==> config.mk <==
export PLATFORM = sky130hd
export DESIGN_NAME = url_percent_decoder
export DESIGN_NICKNAME = d
export VERILOG_FILES = /design/src/upd_pkg.sv /design/src/url_percent_decoder.sv
export VERILOG_INCLUDE_DIRS = /design/src /design/src/src
export SDC_FILE = /design/constraint.sdc
export NUM_CORES = 1
export LEC_CHECK = 0
export ABC_AREA = 0
export BUFFER_PORTS_ARGS = -buffer_cell sky130_fd_sc_hd__buf_2
export CORE_MARGIN = 1.5
export CORE_UTILIZATION = 55
export DETAILED_ROUTE_END_ITERATION = 6
export GPL_ROUTABILITY_DRIVEN = 0
export PLACE_DENSITY = 0.77
export SLEW_MARGIN = 15
export SYNTH_ARGS = -nofsm -noshare
export SYNTH_HDL_FRONTEND = slang
export SYNTH_SLANG_ARGS = --single-unit
==> constraint.sdc <==
create_clock -name clk -period 5.5 [get_ports clk]
set_clock_uncertainty 0.05 [all_clocks]
set_input_delay 0.275 -clock clk [delete_from_list [all_inputs] [get_ports clk]]
set_output_delay 0.275 -clock clk [all_outputs]
set_load 0.03 [all_outputs]
==> src/assert_macros.svh <==
// Concurrent assertion macros shared by the RTL.
`ifndef ASSERT_MACROS_SVH
`define ASSERT_MACROS_SVH

// Clocked check, off while reset is asserted.
`define ASSERT_CLK(label, prop, msg) \
	label: assert property (@(posedge clk) disable iff (!arst_n) prop) else $error(msg);

// Condition that must never hold at a clock edge.
`define ASSERT_NEVER(label, cond, msg) \
	`ASSERT_CLK(label, !(cond), msg)

`endif

==> src/upd_pkg.sv <==
// Types, constants and byte classification helpers for the URL percent decoder.
package upd_pkg;

	localparam int unsigned MAX_LENGTH = 32'd65535;
	localparam logic [15:0] LEN_LIMIT  = (MAX_LENGTH < 32'd65535) ? 16'(MAX_LENGTH) : 16'hFFFF;

	localparam logic [7:0] CH_PERCENT = 8'h25;
	localparam logic [7:0] CH_PLUS    = 8'h2B;
	localparam logic [7:0] CH_SEMI    = 8'h3B;
	localparam logic [7:0] CH_QUEST   = 8'h3F;
	localparam logic [7:0] CH_SPACE   = 8'h20;
	localparam logic [7:0] STOP_RESET = 8'h3D;

	localparam int CFG_IDX_W  = 1;
	localparam int CFG_DATA_W = 8;
	localparam int NUM_SLOTS  = 3;

	typedef enum logic [CFG_IDX_W-1:0] {
		REG_PATH_MODE = 1'b0,
		REG_STOP_BYTE = 1'b1
	} cfg_reg_t;

	typedef struct packed {
		logic [7:0] in_byte;
		logic       end_of_string;
	} in_item_t;

	typedef struct packed {
		logic [7:0]  out_byte;
		logic        byte_valid;
		logic        segment_done;
		logic [15:0] consumed_length;
		logic        last_result;
	} out_item_t;

	// outcome of handling one byte outside an escape
	typedef struct packed {
		logic       emit;
		logic [7:0] ebyte;
		logic       stop;
		logic       set_pct;
		logic       set_skip;
	} hres_t;

	// bit 4 set: not a hex digit
	function automatic logic [4:0] hexval(input logic [7:0] c);
		logic [4:0] v;
		if (c >= 8'h30 && c <= 8'h39) begin
			v = {1'b0, 4'(c - 8'h30)};
		end else if (c >= 8'h41 && c <= 8'h46) begin
			v = {1'b0, 4'(c - 8'h37)};
		end else if (c >= 8'h61 && c <= 8'h66) begin
			v = {1'b0, 4'(c - 8'h57)};
		end else begin
			v = 5'h10;
		end
		return v;
	endfunction

	function automatic hres_t handle_byte(input logic [7:0] b, input logic skip,
			input logic path_mode, input logic [7:0] stop_byte);
		hres_t r;
		r = '0;
		if (skip) begin
			r.stop = (b == CH_QUEST);
		end else if (b == CH_PERCENT) begin
			r.set_pct = 1'b1;
		end else if (path_mode) begin
			if (b == CH_QUEST) begin
				r.stop = 1'b1;
			end else if (b == CH_SEMI) begin
				r.set_skip = 1'b1;
			end else begin
				r.emit  = 1'b1;
				r.ebyte = b;
			end
		end else begin
			if (b == stop_byte) begin
				r.stop = 1'b1;
			end else begin
				r.emit  = 1'b1;
				r.ebyte = (b == CH_PLUS) ? CH_SPACE : b;
			end
		end
		return r;
	endfunction

endpackage

==> src/url_percent_decoder.sv <==
// Latency: a byte's first result is offered the cycle after its input transfer.
// Throughput: one byte per cycle while each byte yields at most one result and out_stall
//   is low; a byte yielding k results (k up to 3, broken escapes) stalls input until its
//   final result is being taken. The 3-entry result buffer sets this.
// Reset (arst_n low, async): escape/skip/stop state and length count cleared,
//   path_mode = 0, stop_byte = '=', result buffer empty.
`include "assert_macros.svh"

module url_percent_decoder (
	input  logic                                clk,
	input  logic                                arst_n,
	input  logic                                cfg_wr_en,
	input  logic [upd_pkg::CFG_IDX_W-1:0]       cfg_index,
	input  logic [upd_pkg::CFG_DATA_W-1:0]      cfg_wdata,
	input  logic                                in_valid,
	output logic                                in_stall,
	input  upd_pkg::in_item_t                   in_data,
	output logic                                out_valid,
	input  logic                                out_stall,
	output upd_pkg::out_item_t                  out_data
);
	import upd_pkg::*;

	// configuration
	logic       path_mode_q;
	logic [7:0] stop_byte_q;

	// per-string decode state
	logic        pct_q;       // '%' seen, escape open
	logic        fdv_q;       // first hex digit held
	logic [7:0]  first_q;     // held digit, raw
	logic        skip_q;      // inside matrix parameters
	logic        stopped_q;   // segment ended, dropping until end of string
	logic [15:0] count_q;

	// result buffer: entry 0 is the one on offer
	out_item_t   res_q [NUM_SLOTS];
	logic [1:0]  cnt_q;

	logic accept, take;

	// next-state and results of the byte being accepted
	logic [4:0]  hex_b, hex_h;
	logic        b_is_hex, eos;
	logic        case_a, case_b, hold_digit, broken_b, held_stop, hb_call;
	logic        stop_any, done, pct_next, skip_next;
	hres_t       hh, hb;
	logic [15:0] newc, len;
	logic [3:0]  cand_v;
	logic [7:0]  cand_b [4];
	out_item_t   slot [NUM_SLOTS];
	logic [1:0]  n, nres, last_idx;

	assign out_valid = (cnt_q != 2'd0);
	assign out_data  = res_q[0];
	assign take      = out_valid && !out_stall;
	// room when the buffer is empty or drains its last entry this cycle
	assign in_stall  = !((cnt_q == 2'd0) || (cnt_q == 2'd1 && !out_stall));
	assign accept    = in_valid && !in_stall;

	always_comb begin
		eos      = in_data.end_of_string;
		hex_b    = hexval(in_data.in_byte);
		hex_h    = hexval(first_q);
		b_is_hex = !hex_b[4];
		newc     = (count_q >= LEN_LIMIT) ? LEN_LIMIT : count_q + 16'd1;

		case_a     = pct_q && !fdv_q;
		case_b     = pct_q && fdv_q;
		hold_digit = case_a && b_is_hex && !eos;
		broken_b   = case_b && !b_is_hex;

		// held digit is never special but may equal the stop byte
		hh = handle_byte(first_q, 1'b0, path_mode_q, stop_byte_q);
		hb = handle_byte(in_data.in_byte, skip_q, path_mode_q, stop_byte_q);

		held_stop = broken_b && hh.stop;
		hb_call   = !pct_q || (case_a && !hold_digit) || (broken_b && !hh.stop);
		stop_any  = held_stop || (hb_call && hb.stop);
		pct_next  = hold_digit || (hb_call && hb.set_pct);
		skip_next = skip_q || (hb_call && hb.set_skip);
		done      = stop_any || eos;
		len       = held_stop ? count_q : newc;

		// candidate bytes in emission order
		cand_v[0] = (case_a && !hold_digit) || broken_b;
		cand_b[0] = CH_PERCENT;
		cand_v[1] = (case_b && b_is_hex) || (broken_b && !hh.stop);
		cand_b[1] = b_is_hex ? {hex_h[3:0], hex_b[3:0]} : first_q;
		cand_v[2] = hb_call && hb.emit;
		cand_b[2] = hb.ebyte;
		// escape left open by the final byte goes out literally
		cand_v[3] = eos && !stop_any && pct_next;
		cand_b[3] = CH_PERCENT;

		for (int s = 0; s < NUM_SLOTS; s++) begin
			slot[s] = '0;
		end
		n = 2'd0;
		for (int k = 0; k < 4; k++) begin
			if (cand_v[k] && n != 2'd3) begin
				slot[n].out_byte   = cand_b[k];
				slot[n].byte_valid = 1'b1;
				n = n + 2'd1;
			end
		end

		// done marker rides on the last byte, else stands alone
		if (stopped_q) begin
			nres = 2'd0;
		end else if (n == 2'd0 && done) begin
			nres = 2'd1;
		end else begin
			nres = n;
		end
		last_idx = nres - 2'd1;
		if (nres != 2'd0) begin
			slot[last_idx].last_result     = 1'b1;
			slot[last_idx].segment_done    = done;
			slot[last_idx].consumed_length = done ? len : 16'd0;
		end
	end

	always_ff @(posedge clk or negedge arst_n) begin
		if (!arst_n) begin
			path_mode_q <= 1'b0;
			stop_byte_q <= STOP_RESET;
		end else if (cfg_wr_en) begin
			unique case (cfg_reg_t'(cfg_index))
				REG_PATH_MODE: path_mode_q <= cfg_wdata[0];
				REG_STOP_BYTE: stop_byte_q <= cfg_wdata[7:0];
				default: ;
			endcase
		end
	end

	always_ff @(posedge clk or negedge arst_n) begin
		if (!arst_n) begin
			pct_q     <= 1'b0;
			fdv_q     <= 1'b0;
			skip_q    <= 1'b0;
			stopped_q <= 1'b0;
			count_q   <= '0;
		end else if (accept) begin
			if (eos) begin
				// end of string: fresh start for the next one
				pct_q     <= 1'b0;
				fdv_q     <= 1'b0;
				skip_q    <= 1'b0;
				stopped_q <= 1'b0;
				count_q   <= '0;
			end else if (!stopped_q) begin
				pct_q     <= pct_next;
				fdv_q     <= hold_digit;
				skip_q    <= skip_next;
				stopped_q <= stop_any;
				count_q   <= newc;
			end
		end
	end

	always_ff @(posedge clk) begin
		if (accept && hold_digit && !stopped_q) begin
			first_q <= in_data.in_byte;
		end
	end

	always_ff @(posedge clk or negedge arst_n) begin
		if (!arst_n) begin
			cnt_q <= 2'd0;
		end else if (accept) begin
			cnt_q <= nres;
		end else if (take) begin
			cnt_q <= cnt_q - 2'd1;
		end
	end

	// transfer out shifts the buffer; an accept refills it whole
	always_ff @(posedge clk) begin
		if (accept) begin
			for (int s = 0; s < NUM_SLOTS; s++) begin
				res_q[s] <= slot[s];
			end
		end else if (take) begin
			for (int s = 0; s < NUM_SLOTS - 1; s++) begin
				res_q[s] <= res_q[s+1];
			end
		end
	end

	`ASSERT_CLK(a_last_on_final, out_valid |-> (out_data.last_result == (cnt_q == 2'd1)), "last_result not on final buffered entry")
	`ASSERT_NEVER(a_done_not_last, out_valid && out_data.segment_done && !out_data.last_result, "segment_done before last result")
	`ASSERT_CLK(a_marker_only, out_valid && !out_data.byte_valid |-> out_data.segment_done && out_data.out_byte == 8'd0, "empty result without done")
	`ASSERT_CLK(a_len_with_done, out_valid && !out_data.segment_done |-> out_data.consumed_length == 16'd0, "length without done")
	`ASSERT_CLK(a_drop_silent, accept && stopped_q |=> cnt_q == 2'd0, "dropped byte produced a result")

endmodule
==> After elaboration in Yosys (flattened, before gate mapping) <==
Memories as Yosys holds them, arrays and structs flattened.
Cells that the tools add are included.
{ "op_classes": {"n_bitwise": 7, "magnitude_cmp": 21, "mux": 87, "reduce_logical": 61, "n_eq_ne": 13, "addsub": 12} }
{ "op_table": {"columns": ["operator", "n"], "rows": [
  ["81-bit bitwise mux", 9],
  ["27-bit demux with 2-bit select", 9],
  ["81-bit two-way mux", 4],
  ["27-bit two-way mux", 5],
  ["16-bit two-way mux", 5],
  ["19-bit two-way mux", 3],
  ["8-bit by 6-bit equality test with 1-bit output (second input constant)", 6],
  ["9-bit two-way mux", 4],
  ["1-bit logical AND", 34],
  ["8-bit by 7-bit greater-or-equal comparator with 1-bit output (second input constant)", 4],
  ["8-bit by 7-bit <= comparator with 1-bit output (second input constant)", 4],
  ["1-bit two-way mux", 27],
  ["10-bit two-way mux", 2],
  ["18-bit two-way mux", 1],
  ["17-bit two-way mux", 1],
  ["16-bit by 1-bit adder with 16-bit output (second input constant)", 1],
  ["8-bit equality test", 2],
  ["16-bit greater-or-equal comparator (second input constant)", 1],
  ["8-bit by 6-bit greater-or-equal comparator with 1-bit output (second input constant)", 2],
  ["8-bit by 6-bit <= comparator with 1-bit output (second input constant)", 2],
  ["2-bit two-way mux", 8],
  ["8-bit two-way mux", 2],
  ["4-bit by 3-bit subtractor with 4-bit output (second input constant)", 4],
  ["5-bit two-way mux", 3],
  ["other kinds (17)", 58]
]} }
{ "word_totals": {"out_inout_bits": 29, "mem_bits_rw": 81, "mem_count": 1, "register_bits": 39, "elab_cells": 211} }
{ "memory_table": {"columns": ["memory", "words", "word_bits", "rd", "rd_ports_with_merged_regs", "write_ports", "line_no", "source"], "rows": [
  ["res_q", 3, 27, 3, 0, 3, "url_percent_decoder.sv:37", "out_item_t res_q [NUM_SLOTS];"]
]} }

==> Logic depth before layout (Yosys ltp) <==
Gate-level depths: netlist of run 1.
{ "logic_depth": {"word_depth": 36, "mapped_depth": 22, "ltp_nobuf": 19} }

==> Least setup slack after synthesis of run 1 <==
No wires, ideal clock.
{ "synth_path": {"path_kind": "reg-to-reg", "start": "register first_q[6]", "end": "memory res_q[1][15] in the netlist's numbering (data pin)", "n_path_buf": 1, "setup_time_ps": 190, "t_arrival_ps": 4349, "stages_incl_launch_ff": 20, "path_slack_ps": 911, "path_cell_list": "edfxtp_1 > xor2_1 > or4_4 > a32oi_4 > nand3_2 > nor2_1 > nor2_1 > inv_1 > ha_1 > inv_1 > a41oi_2 > or2_1 > buf_6 > ha_1 > or3b_1 > a31oi_1 > nor2_1 > nor4_1 > a41oi_4 > a2111oi_2"} }
{ "synth_lines": {"columns": ["element", "line_no", "source"], "rows": [
  ["start: declaration", "url_percent_decoder.sv:31", "logic [7:0] first_q;"],
  ["start signal: assignment", "url_percent_decoder.sv:164", "first_q <= in_data.in_byte;"],
  ["end: declaration", "url_percent_decoder.sv:37", null]
]} }

==> results.md, run 1 <==
- Cell Area, Placed: a little over 7000 µm²
- First-pass GRT wire length: around 26000 µm
- Element type at the critical path end: flop
- Final #Nets: about 730
- Final Instance Area: between 7000 and 8000 µm²
- Total Neg Setup Slack: 0 ps
- Initial antenna violation count: 0
- Final WL: between 15000 and 20000 µm
- Count of final hold-check violations: 0
- Slew Viols, Final: 0
- Min Tclk post-route: 5118 ps
- Least-Margin Pin Slew: about 1100 ps
- Post-CTS Setup Inserts: 0
- Sequential area share after synthesis: 0.4890
- Die footprint: approximately 14000 µm²
- Ys flop type: edfxtp_1
- Required time of the critical path: around 5700 ps
- Pwr Total: 0.003237 W
- Status: complete, no violations
- Post-synth top area cell: edfxtp_1
- Pin count of the biggest net entering global routing: between 50 and 60
- Worst IR Drop VDD: roughly 0.21 mV
- Most frequent cells in the layout: 89 x edfxtp_1, 60 x nand2_1, 51 x buf_2
- Highest Clock Rate: about 200 MHz
- Number of remaining DRC errors: 0
- ANT nets after route: 0
- Async SR Flop Fraction: 0.2583
- # H-tree levels: 4
- CTS tree: done
- Overflow after GRT: 0
- Core box area: 12570 µm²
- Final setup fails: 0
- Startpoint Class: flop
- Routed vias: 5523
- CTS max path bufs: 2
- WL per Instance: ~19 µm
- DRT Pass-1 Iters: 5
- CP Max Fanout: 18
- Slowest cell on the critical path: edfxtp_1
- Clk sinks: between 100 and 150
- Die H: 116.3 µm
- CP Class: reg -> reg
- Syn nets: 713
- Die X: about 120 µm
- Share of the synthesized area in the top cell type: 0.3783
- Unrepaired setup endpoints after global routing: false
- Max_cap viols: 0
- Crit path max-delay family: simple AND/OR/NAND/NOR gates
- Arrival @ worst endpoint: about 5300 ps
- Via-per-instance ratio: roughly 6.4
- Gr usage total: 0.2560
- Critical path, cell by cell: xor2_1, or4_4, a32oi_4, nand3_2, nor2_1, nor2_1, inv_1, ha_1, inv_1, a41oi_2, or2_1, ha_1, or3b_1, a31oi_2, nor2_1, nor4_2, a41oi_4, a2111oi_4
- YS warnings: 0
- PD cells: around 420 nW/µm²
- Synth area leaders: edfxtp_1 38%, dfrtp_1 9.2%, a22o_1 4.2%
- Crit-path most repeated cell: nor2_1
- Vias in the first global route: ~5200
- Cell Rows: 41
- Syn Inst Count: 673
- P_leak: ~2.9 nW
- CP bufs+invs: 2
- Syn_area_per_cell: 10.50 µm²
- Period utilization: 0.9305
- CP peak stage delay: roughly 500 ps
- Initial Utilization: 0.5621
- Share of post-route cells with drive strength above 1: 0.1822
- I/O pins: between 50 and 60
- PortBufs: roughly 50
- Post-synth EDFFs: slightly below 90
- Netlist cell types: just over 80
- Layout area overhead: 10.26%
- Detailed Route Iter0 Violations: roughly 1000
- Root buffer cell: clkbuf_16
- Diode count: 0
- TritonCTS buffer count: 17
- Clk slew on worst S/H paths: around 50 ps
- Yosys reg bits: between 100 and 150
- Slew margin rel.: 0.2636
- Latest clock arrival within the worst-skew pair: 430 ps
- Dpl hpwl: approximately 11000 µm
- Worst Hold Class: in -> reg
- Most common cell after layout, fill and taps aside: edfxtp_1
- Post-Synthesis Cell Area: around 7000 µm²
## cells in the mapped netlist (all sizes together), types with 8 or more instances
master,instances
and2,8
a21oi,31
o21ai,62
nand3,24
and3,12
inv,23
xor2,9
mux2,10
nor3,16
nor2,46
dfrtp,26
clkbuf,21
nand2,60
ha,16
edfxtp,89
nand4,8
a22o,34
buf,42
nor2b,8
## power breakdown
| group | internal [W] | switching [W] | total [W] |
|---|---|---|---|
| Sequential | 0.00129 | 0.0000903 | 0.00138 |
| Clock | 0.000658 | 0.000382 | 0.00104 |
| Combinational | 0.000224 | 0.000590 | 0.000814 |
| Total | 0.00218 | 0.00106 | 0.00324 |
## stage by stage
| stage | std cells | worst slack [ps] | utilization | hold slack, ps |
|---|---|---|---|---|
| finish | 869 | 382.2 | 0.6197 | 32.35 |
| global route | 869 | 32.55 | 0.6197 | 24.59 |
| CTS | 869 | 225.3 | 0.6169 | 22.65 |
| detailed placement | 837 | 271.2 | 0.5724 | 343.1 |
| global placement | 837 | 435.4 | 0.5724 | 339.2 |
| floorplan | 673 | 911.2 | - | -70.59 |
## final cells by class
class,instances,area (µm²)
timing repair buffer,56,295.3
clock buffer,21,440.4
inverter,24,90.09
clock inverter,10,108.9
tap,172,215.2
multi-input combinational,466,3183
sequential,120,3456
fill,1000,4780
## flip-flops by register name, summed over array words and instances, names as in the netlist, 2 cells and up
signal and count:
cnt_q 2, first_q 8, res_q 81, count_q 16, stop_byte_q 8
## logic make-up (layout without fill, tap and decap cells)
| family | after synthesis | after routing | synth area share |
|---|---|---|---|
| muxes | 12 | 12 | 0.01877 |
| and+or+nand+nor | 217 | 217 | 0.1612 |
| DFF | 120 | 120 | 0.4890 |
| AOI/OAI and AO/OA | 208 | 208 | 0.2179 |
| xor gates and xnor gates | 12 | 12 | 0.01488 |
| buffers and inverters | 87 | 111 | 0.06713 |
| adders and majority gates | 17 | 17 | 0.03117 |
## final timing paths
kind	from	end	slack [ps]	depth (start not counted)
max	first_q[6]	res_q[1][15]	380	18
max reg2reg	first_q[6]	res_q[1][15]	380	18
min in group asynchronous	arst_n	cnt_q[0]	420	2
min	cfg_wdata[7]	stop_byte_q[7]	30	2
min reg2reg	cnt_q[1]	cnt_q[1]	440	2
max in group asynchronous	arst_n	path_mode_q	4420	2
## layer usage
| layer | up-vias | wire, µm | GRT usage |
|---|---|---|---|
| met5 | - | 0 | 0 |
| met4 | 0 | 300 | 0.1057 |
| met3 | 30 | 1409 | 0.05760 |
| met2 | 277 | 7478 | 0.3847 |
| met1 | 2656 | 7290 | 0.3609 |
| li1 | 2560 | - | - |
## what timing repair did
action | CTS | global route
hold buffers | 1 | 0
endpoints found under the setup margin | 0 | 44
hold endpoints to repair | 26 | 0
gates resized for setup | 0 | 5
Power figures use the tool's default switching activity.
==> run 2, diff against run 1 <==
CELL_PAD_IN_SITES_DETAIL_PLACEMENT = 0   (was not set)
CELL_PAD_IN_SITES_GLOBAL_PLACEMENT = 1   (was not set)
CORE_UTILIZATION = 48   (was 55)
MAX_ROUTING_LAYER = met4   (was not set)
PLACE_DENSITY = 0.83   (was 0.77)
SKIP_LAST_GASP = 1   (was not set)
==> results.md, run 2 (same netlist as run 1, synthesis figures left out) <==
- Clk sinks: 120 (unchanged)
- CP Launch Point: first_q[2] (was first_q[6])
- Critical path depth: 17 (was 18)
- Total Neg Setup Slack: 0 ps (unchanged)
- Detailed Route Iter0 Violations: 543 (was 1030)
- Arrival @ worst endpoint: 5320 ps (was 5300 ps)
- Number of remaining DRC errors: 0 (unchanged)
- Count of final hold-check violations: 0 (unchanged)
- Via-per-instance ratio: 6.151 (was 6.356)
- CTS max path bufs: 2 (unchanged)
- Worst Hold Class: in -> reg (unchanged)
- Worst IR Drop VDD: 0.2258 mV (was 0.2121 mV)
- Period utilization: 0.9402 (was 0.9305)
- Routed vias: 5450 (was 5523)
- Min Tclk post-route: 5171 ps (was 5118 ps)
- Biggest register: res_q (unchanged)
- I/O pins: 52 (unchanged)
- Layout fillers: 1256 (was 1000)
- Pin count of the biggest net entering global routing: 55 (unchanged)
- Final setup fails: 0 (unchanged)
- Clk slew on worst S/H paths: 50 ps (about the same)
- Psw: 0.001082 W (was 0.001062 W)
- Unrepaired setup endpoints after global routing: false (unchanged)
- Die H: 124.3 µm (was 116.3 µm)
- Clock share of power: 0.338 (was 0.321)
- Layout area overhead: 11.65% (was 10.26%)
- Multi-input logic area: 3178 µm² (was 3183 µm²)
- Final WL: 16490 µm (was 16480 µm)
- Gr usage total: 0.2247 (was 0.2560)
- Slowest cell on the critical path: or4_4 (was edfxtp_1)
- Internal Power: 0.002233 W (was 0.002176 W)
- CP Class: reg -> reg (unchanged)
- Pwr Total: 0.003315 W (was 0.003237 W)
- Critical Path Sink: res_q[1][4] (was res_q[1][15])
- Reg power frac: 0.416 (was 0.427)
- ANT nets after route: 0 (unchanged)
- Sw frac: 0.3264 (was 0.3280)
- Initial Utilization: 0.4898 (was 0.5621)
- CTS tree: done (unchanged)
- Least-Margin Pin Slew: 1096 ps (was 1103 ps)
- TritonCTS buffer count: 17 (unchanged)
- CP peak stage delay: 580 ps (was 500 ps)
- CP bufs+invs: 2 (unchanged)
- Die footprint: 15450 µm² (was 13530 µm²)
- Hold slack: 46.75 ps (was 32.35 ps)
- First-pass GRT wire length: 27210 µm (was 26380 µm)
- Biggest regs: res_q (81), count_q (16) (unchanged)
- Max_cap viols: 0 (unchanged)
- R2R Setup Slk: 330 ps (was 380 ps)
- Crit-path most repeated cell: nor2_1 (unchanged)
- Startpoint Class: flop (unchanged)
- Slew margin rel.: 0.2682 (was 0.2636)
- Number of flip-flops in the largest register: 81 (unchanged)
- Final Instance Area: 7888 µm² (was 7789 µm²)
- Required time of the critical path: 5640 ps (was 5680 ps)
- Die X: 124.3 µm (was 116.3 µm)
- Dpl hpwl: 11850 µm (was 11210 µm)
- # H-tree levels: 4 (unchanged)
- Initial antenna violation count: 0 (unchanged)
- Latest clock arrival within the worst-skew pair: 410 ps (was 430 ps)
- Most frequent cells in the layout: 89 x edfxtp_1, 60 x nand2_1, 51 x buf_2 (unchanged)
- R2R cell count: 17 (was 18)
- Diode count: 0 (unchanged)
- Share of post-route cells with drive strength above 1: 0.1909 (was 0.1822)
- Worst R2R End: res_q[1][4] (was res_q[1][15])
- P_leak: 2.978 nW (was 2.938 nW)
- Vias in the first global route: 5152 (was 5172)
- Most common cell after layout, fill and taps aside: edfxtp_1 (unchanged)
- Slew Viols, Final: 0 (unchanged)
- DRT Pass-1 Iters: 6 (was 5)
- Element type at the critical path end: flop (unchanged)
- Logic pwr share: 0.246 (was 0.251)
- Status: complete, no violations (unchanged)
- Overflow after GRT: 0 (unchanged)
- Root buffer cell: clkbuf_16 (unchanged)
- WL per Instance: 18.61 µm (was 18.96 µm)
- CP Max Fanout: 18 (unchanged)
- Critical path, cell by cell: or4_4, a32oi_4, nand3_2, nor2_1, nor2_1, inv_1, ha_1, inv_1, a41oi_2, or2_1, ha_1, or3b_1, a31oi_2, nor2_1, nor4_2, a41oi_4, a2111oi_2 (was xor2_1, or4_4, a32oi_4, nand3_2, nor2_1, nor2_1, inv_1, ha_1, inv_1, a41oi_2, or2_1, ha_1, or3b_1, a31oi_2, nor2_1, nor4_2, a41oi_4, a2111oi_4)
- Final #Nets: 729 (was 725)
- Core box area: 14420 µm² (was 12570 µm²)
- Register Area: 3455 µm² (was 3456 µm²)
- Crit path max-delay family: simple AND/OR/NAND/NOR gates (unchanged)
- PD cells: 420.3 nW/µm² (was 415.6 nW/µm²)
- Cell Area, Placed: 7224 µm² (was 7194 µm²)
- Worst r2r src: first_q[2] (was first_q[6])
- PortBufs: 51 (unchanged)
- Highest Clock Rate: 193.4 MHz (was 195.4 MHz)
- Cell Rows: 44 (was 41)
## run 2: changes by cell type in the layout (fill, tap and decap cells not counted), sizes merged
cell,previous run,this run
clkbuf,21,18
clkinvlp,1,3
buf,55,59
inv,23,26
clkinv,8,6
bufinv,2,3
## run 2: worst min path at each step
stage,startpoint,endpoint,slack (ps),depth (start not counted)
floorplan,arst_n,cnt_q[0],-70,0
CTS,cfg_wdata[1],stop_byte_q[1],30,2
global placement,arst_n,count_q[1],340,1
global route,cfg_wdata[1],stop_byte_q[1],40,2
detailed placement,arst_n,count_q[1],340,1
finish,cfg_wdata[2],stop_byte_q[2],50,2
## run 2: power by group through the flow
stage / Combinational [W] / Sequential (W) / Clock, W
after floorplan: 0.000707 / 0.00137 / 0
after CTS: 0.000819 / 0.00138 / 0.00114
after global routing: 0.000885 / 0.00141 / 0.00118
after global placement: 0.000797 / 0.00138 / 0
after detailed placement: 0.000816 / 0.00140 / 0
final: 0.000816 / 0.00138 / 0.00112
## run 2: timing repair
| item | CTS | global route |
|---|---|---|
| hold buffers | 1 | 0 |
| buffers inserted | 0 | 1 |
| setup endpoints to repair | 0 | 11 |
| endpoints found under the hold margin | 26 | 0 |
| resized for setup | 0 | 5 |
## run 2: area by class of cell
| type | count | area share |
|---|---|---|
| inverter | 24 | 0.01142 |
| sequential | 120 | 0.4380 |
| tap | 184 | 0.02919 |
| clock buffer | 18 | 0.05441 |
| clock inverter | 14 | 0.02189 |
| timing repair buffer | 60 | 0.04220 |
| multi-input combinational | 466 | 0.4029 |
## run 2: metal layers
| metal | vias up | share of wire | track usage | wire length [µm] |
|---|---|---|---|---|
| met5 | - | 0 | - | 0 |
| met4 | 0 | 0.012 | 0.06694 | 206 |
| met3 | 20 | 0.059 | 0.04381 | 972 |
| met2 | 193 | 0.45 | 0.3261 | 7445 |
| met1 | 2661 | 0.48 | 0.3206 | 7866 |
| li1 | 2576 | - | - | - |
## run 2: through the flow
stage	util	setup slack [ps]	instances
after floorplan	-	911.2	673
after global placement	0.5009	481.6	851
after detailed placement	0.5009	299.6	851
after CTS	0.5433	194.4	884
after global routing	0.5468	2.198	886
final	0.5468	328.7	886
